--- config.mk ---
export PLATFORM = sky130hd
export DESIGN_NAME = fat12ccw_ctrl
export DESIGN_NICKNAME = d
export VERILOG_FILES = /design/src/rtl/fat12ccw_pkg.sv /design/src/rtl/fat12ccw_ctrl.sv
export SDC_FILE = /design/constraint.sdc
export NUM_CORES = 1
export LEC_CHECK = 0
export BUFFER_PORTS_ARGS = -buffer_cell sky130_fd_sc_hd__buf_2
export CAP_MARGIN = 5
export CORE_AREA = 2 2 39 41
export DETAILED_ROUTE_END_ITERATION = 7
export DIE_AREA = 0 0 41 43
export PLACE_DENSITY = 0.55
export SLEW_MARGIN = 15
export SYNTH_ARGS = -nofsm -noshare
export SYNTH_HDL_FRONTEND = slang
export SYNTH_SLANG_ARGS = --single-unit
--- constraint.sdc ---
create_clock -name clk -period 1 [get_ports clk]
set_input_delay 0.05 -clock clk [delete_from_list [all_inputs] [get_ports clk]]
set_output_delay 0.05 -clock clk [all_outputs]
set_load 0.02 [all_outputs]
--- src/rtl/fat12ccw_pkg.sv ---
package fat12ccw_pkg;

  localparam logic       CMD_WRITE = 1'b0;
  localparam logic       CMD_WALK  = 1'b1;

  localparam logic [11:0] END_MARK = 12'hFFF;

  localparam logic [1:0] STATUS_NORMAL = 2'd0;
  localparam logic [1:0] STATUS_ABORT  = 2'd1;
  localparam logic [1:0] STATUS_EMPTY  = 2'd2;

  typedef enum logic [2:0] {
    ST_IDLE,
    ST_EVAL,
    ST_RD0,
    ST_RD1,
    ST_OUT
  } walk_state_t;

  typedef struct packed {
    logic start;
    logic write;
    logic eval;
    logic rd_next;
    logic load_abort;
    logic load_final;
    logic load_full;
  } ctrl_cmd_t;

  typedef struct packed {
    logic walk_cmd;
    logic head_end;
    logic at_limit;
    logic final_hit;
    logic last;
  } dp_sts_t;

endpackage

--- src/rtl/fat12ccw_ctrl.sv ---
module fat12ccw_ctrl
  import fat12ccw_pkg::*;
(
  input  logic      clk,
  input  logic      rst_n,
  input  logic      in_valid,
  output logic      in_ready,
  output logic      out_valid,
  input  logic      out_ready,
  input  dp_sts_t   sts,
  output ctrl_cmd_t cmd
);

  walk_state_t state_r;
  walk_state_t state_nxt;

  always_ff @(posedge clk) begin
    if (!rst_n) begin
      state_r <= ST_IDLE;
    end else begin
      state_r <= state_nxt;
    end
  end

  always_comb begin
    state_nxt = state_r;
    unique case (state_r)
      ST_IDLE: begin
        if (in_valid && sts.walk_cmd) begin
          state_nxt = sts.head_end ? ST_OUT : ST_EVAL;
        end
      end
      ST_EVAL: begin
        state_nxt = sts.at_limit ? ST_OUT : ST_RD0;
      end
      ST_RD0: begin
        state_nxt = sts.final_hit ? ST_OUT : ST_RD1;
      end
      ST_RD1: begin
        state_nxt = ST_OUT;
      end
      ST_OUT: begin
        if (out_ready) begin
          state_nxt = sts.last ? ST_IDLE : ST_EVAL;
        end
      end
      default: begin
        state_nxt = ST_IDLE;
      end
    endcase
  end

  always_comb begin
    cmd       = '0;
    in_ready  = 1'b0;
    out_valid = 1'b0;
    unique case (state_r)
      ST_IDLE: begin
        in_ready  = 1'b1;
        cmd.start = in_valid && sts.walk_cmd;
        cmd.write = in_valid && !sts.walk_cmd;
      end
      ST_EVAL: begin
        cmd.eval       = !sts.at_limit;
        cmd.load_abort = sts.at_limit;
      end
      ST_RD0: begin
        cmd.load_final = sts.final_hit;
        cmd.rd_next    = !sts.final_hit;
      end
      ST_RD1: begin
        cmd.load_full = 1'b1;
      end
      ST_OUT: begin
        out_valid = 1'b1;
      end
      default: begin
        cmd = '0;
      end
    endcase
  end

  a_no_overlap: assert property (@(posedge clk) disable iff (!rst_n)
    !(in_ready && out_valid))
    else $error("input and result sides active together");

  a_full_then_out: assert property (@(posedge clk) disable iff (!rst_n)
    cmd.load_full |=> out_valid)
    else $error("descriptor loaded but not presented");

  a_last_frees: assert property (@(posedge clk) disable iff (!rst_n)
    (out_valid && out_ready && sts.last) |=> in_ready)
    else $error("walk finished but block not ready for the next item");

endmodule

==> flow_summary.json <==
{
  "outcome": "complete, but fails checks",
  "violations": "negative setup slack",
  "dr.pass1.iters": 2,
  "critical_path_arrival_ns": 1.19,
  "synth_area_sq_um": 270,
  "drtIter0Drc": 1,
  "period_share": 1.24,
  "drc": 0,
  "synth_edf_count": 0,
  "maxCapViolCount": 0,
  "endpoint_kind": "output pin",
  "crit_type": "reg2out",
  "slew_headroom": 0.847,
  "core_area_sq_um": 1380,
  "hold_viol": 0,
  "yosys.area.top_type": "dfxtp_1",
  "row_count": 14,
  "stdcell_area_sq_um": 612,
  "drive_gt1_frac": 0.797,
  "synth_area_leaders": "dfxtp_1 (22%), buf_6 (8.3%), mux2_4 (5.6%)",
  "dp_cells": 64,
  "fp.dieArea_sq_um": 1760,
  "io_buffers": 17,
  "dpl_worst_slack_ns": -0.192,
  "post-dp-hpwl_um": 595,
  "p_int_mw": 0.405,
  "crit_buf_inv": 2,
  "vdd_ir_drop_max_uv": 395,
  "cpPeakStageDelay_ns": 0.37,
  "crit_family": "flip-flops",
  "final_util": 0.442,
  "grt_pass1_wl_um": 1370,
  "vias": 335,
  "seq_area_frac_synth": 0.222,
  "ant_nets": 0,
  "htreeDepth": 1,
  "p_comb_frac": 0.389,
  "instances_no_fill": 75,
  "syn_inst": 30,
  "p_sw_mw": 0.188,
  "pwr-share-seq": 0.239,
  "ys_seq_elements": 3,
  "synthDominantCellAreaShare": 0.222,
  "nets": 69,
  "drv_slew": 0,
  "cp_max_fo": 5,
  "antenna_found_initial": 0,
  "overflow": 0,
  "synth_warnings": 0,
  "wirelength_um": 856,
  "cts-root-buf": "clkbuf_4",
  "regMostFlops": "state_r",
  "drt-wirelength-per-cell_um": 11.4,
  "fin_crit_ns": 1.24,
  "power.leakage_nw": 0.255,
  "async_reset_ff_frac": 0,
  "yosys.cell_types.count": 23,
  "power_mw": 0.593,
  "clock_path_buffers": 2,
  "fin_ws_ns": -0.240,
  "cp.required_ns": 0.95,
  "grt_pass1_vias": 347,
  "vias_per_cell": 4.47,
  "synthToLayoutAreaGrowth_pct": 126,
  "timing.hold.ws_ns": 0.0597,
  "design.portCount": 18,
  "syn_avg_cell_area_sq_um": 9.01,
  "numCtsBuffers": 3,
  "fin_skew_ns": 0.00456,
  "initial_core_util": 0.195,
  "die_y_um": 43,
  "grt.total_usage": 0.114,
  "grt_setup_unrepaired": "true",
  "worst_hold_path_type": "in2reg",
  "max_freq_ghz": 0.806,
  "fillerInstances": 127,
  "ys.flop_type": "dfxtp_1",
  "top_regs": "state_r x3",
  "crit_path_start_kind": "register",
  "hp-start": "rst_n",
  "cts_tree": "yes",
  "power.density_nw_per_um2": 969,
  "max_slew.worst_pin.slew_ns": 0.229,
  "clk_pin_slew_ns": 0.04,
  "die_w_um": 41,
  "num_antenna_cells": 0,
  "worstPathCellList": "buf_6 > nor4_4 > buf_4",
  "p_clk_frac": 0.372,
  "grt_max_degree": 7,
  "crit_path_top_delay_cell": "dfxtp_4",
  "largest_register_ffs": 3,
  "finalSetupTns_ns": -2.00,
  "setup-violations-final": 12,
  "place_area_sq_um": 433,
  "cts_sinks": 3,
  "synth_fp_nets": 39,
  "setup.worst_path.start": "state_r[1]",
  "p_sw_frac": 0.318,
  "place.gp.congestion": 0.713,
  "worstSkewPairLatency_ns": 0.24,
  "r2r_start": "state_r[2]"
}
-- routing by layer --
layer  GRT usage  wire [um]  share of wire  vias up
li1            -          -              -      172
met1       0.125        341           0.40      151
met2       0.188        465           0.54       10
met3      0.0157         35          0.041        2
met4      0.0800         14          0.016        0
met5           0          0              0        -
-- cell usage in the layout (no fill, tap or decap) --
| master | instances |
|---|---|
| nor2b_1 | 1 |
| nor2_4 | 1 |
| mux2i_1 | 1 |
| nor2_1 | 1 |
| nor4b_2 | 1 |
| buf_6 | 11 |
| clkbuf_4 | 3 |
| o21ai_0 | 2 |
| mux2_4 | 1 |
| clkbuf_1 | 1 |
| nand2b_4 | 1 |
| nor3b_2 | 1 |
| buf_4 | 9 |
| a32o_1 | 1 |
| nor4_4 | 1 |
| dfxtp_4 | 3 |
| nor3b_4 | 1 |
| nor2_2 | 1 |
| o2bb2ai_1 | 1 |
| and4_1 | 1 |
| nor3_4 | 2 |
| buf_2 | 8 |
| a211oi_4 | 1 |
| o21a_1 | 1 |
| and3_4 | 1 |
| inv_1 | 1 |
| o22ai_2 | 1 |
| nand2_1 | 1 |
-- power by group through the flow --
stage	Clock (mW)	Combinational [mW]	Sequential, mW
6_report	0.221	0.231	0.142
5_1_grt	0.230	0.246	0.142
4_1_cts	0.220	0.208	0.139
3_5_place_dp	0	0.165	0.146
3_3_place_gp	0	0.164	0.146
2_1_floorplan	0	0.126	0.131
-- worst paths after layout --
check / cells past startpoint / slack (ns) / to
worst min-delay path: 2 / 0.06 / state_r[1]
worst min register to register: 3 / 0.71 / state_r[2]
worst max-delay path: 3 / -0.24 / cmd[4]
worst max register to register: 4 / -0.15 / state_r[0]
-- what timing repair did --
action | 4_1_cts | 5_1_grt
endpoints found under the setup margin | 12 | 12
setup buffers | 5 | 3
resized for setup | 23 | 7
pin swaps | 5 | 5
hold buffers | 0 | 0
cloned | 0 | 0
-- Yosys cell counts (all sizes together), types with 2 or more instances --
| cell | count |
|---|---|
| dfxtp | 3 |
| nor3 | 2 |
| nor3b | 2 |
| buf | 3 |
| nor2 | 3 |
| o21ai | 2 |
-- final cells by class --
type / instances / area, sq um / share of cell area
inverter: 1 / 3.75 / 0.00613
sequential: 3 / 71.3 / 0.117
tap: 16 / 20.0 / 0.0327
clock buffer: 4 / 26.3 / 0.0429
timing repair buffer: 28 / 231 / 0.378
multi-input combinational: 23 / 259 / 0.423
-- cell families (layout without fill, tap and decap cells) --
family,after synthesis,after routing,synth area share
buffers and inverters,4,33,0.125
AOI/OAI and AO/OA,7,7,0.185
muxes,2,2,0.0926
and+or+nand+nor,14,14,0.375
DFF,3,3,0.222
(Power assumes the default switching activity.)
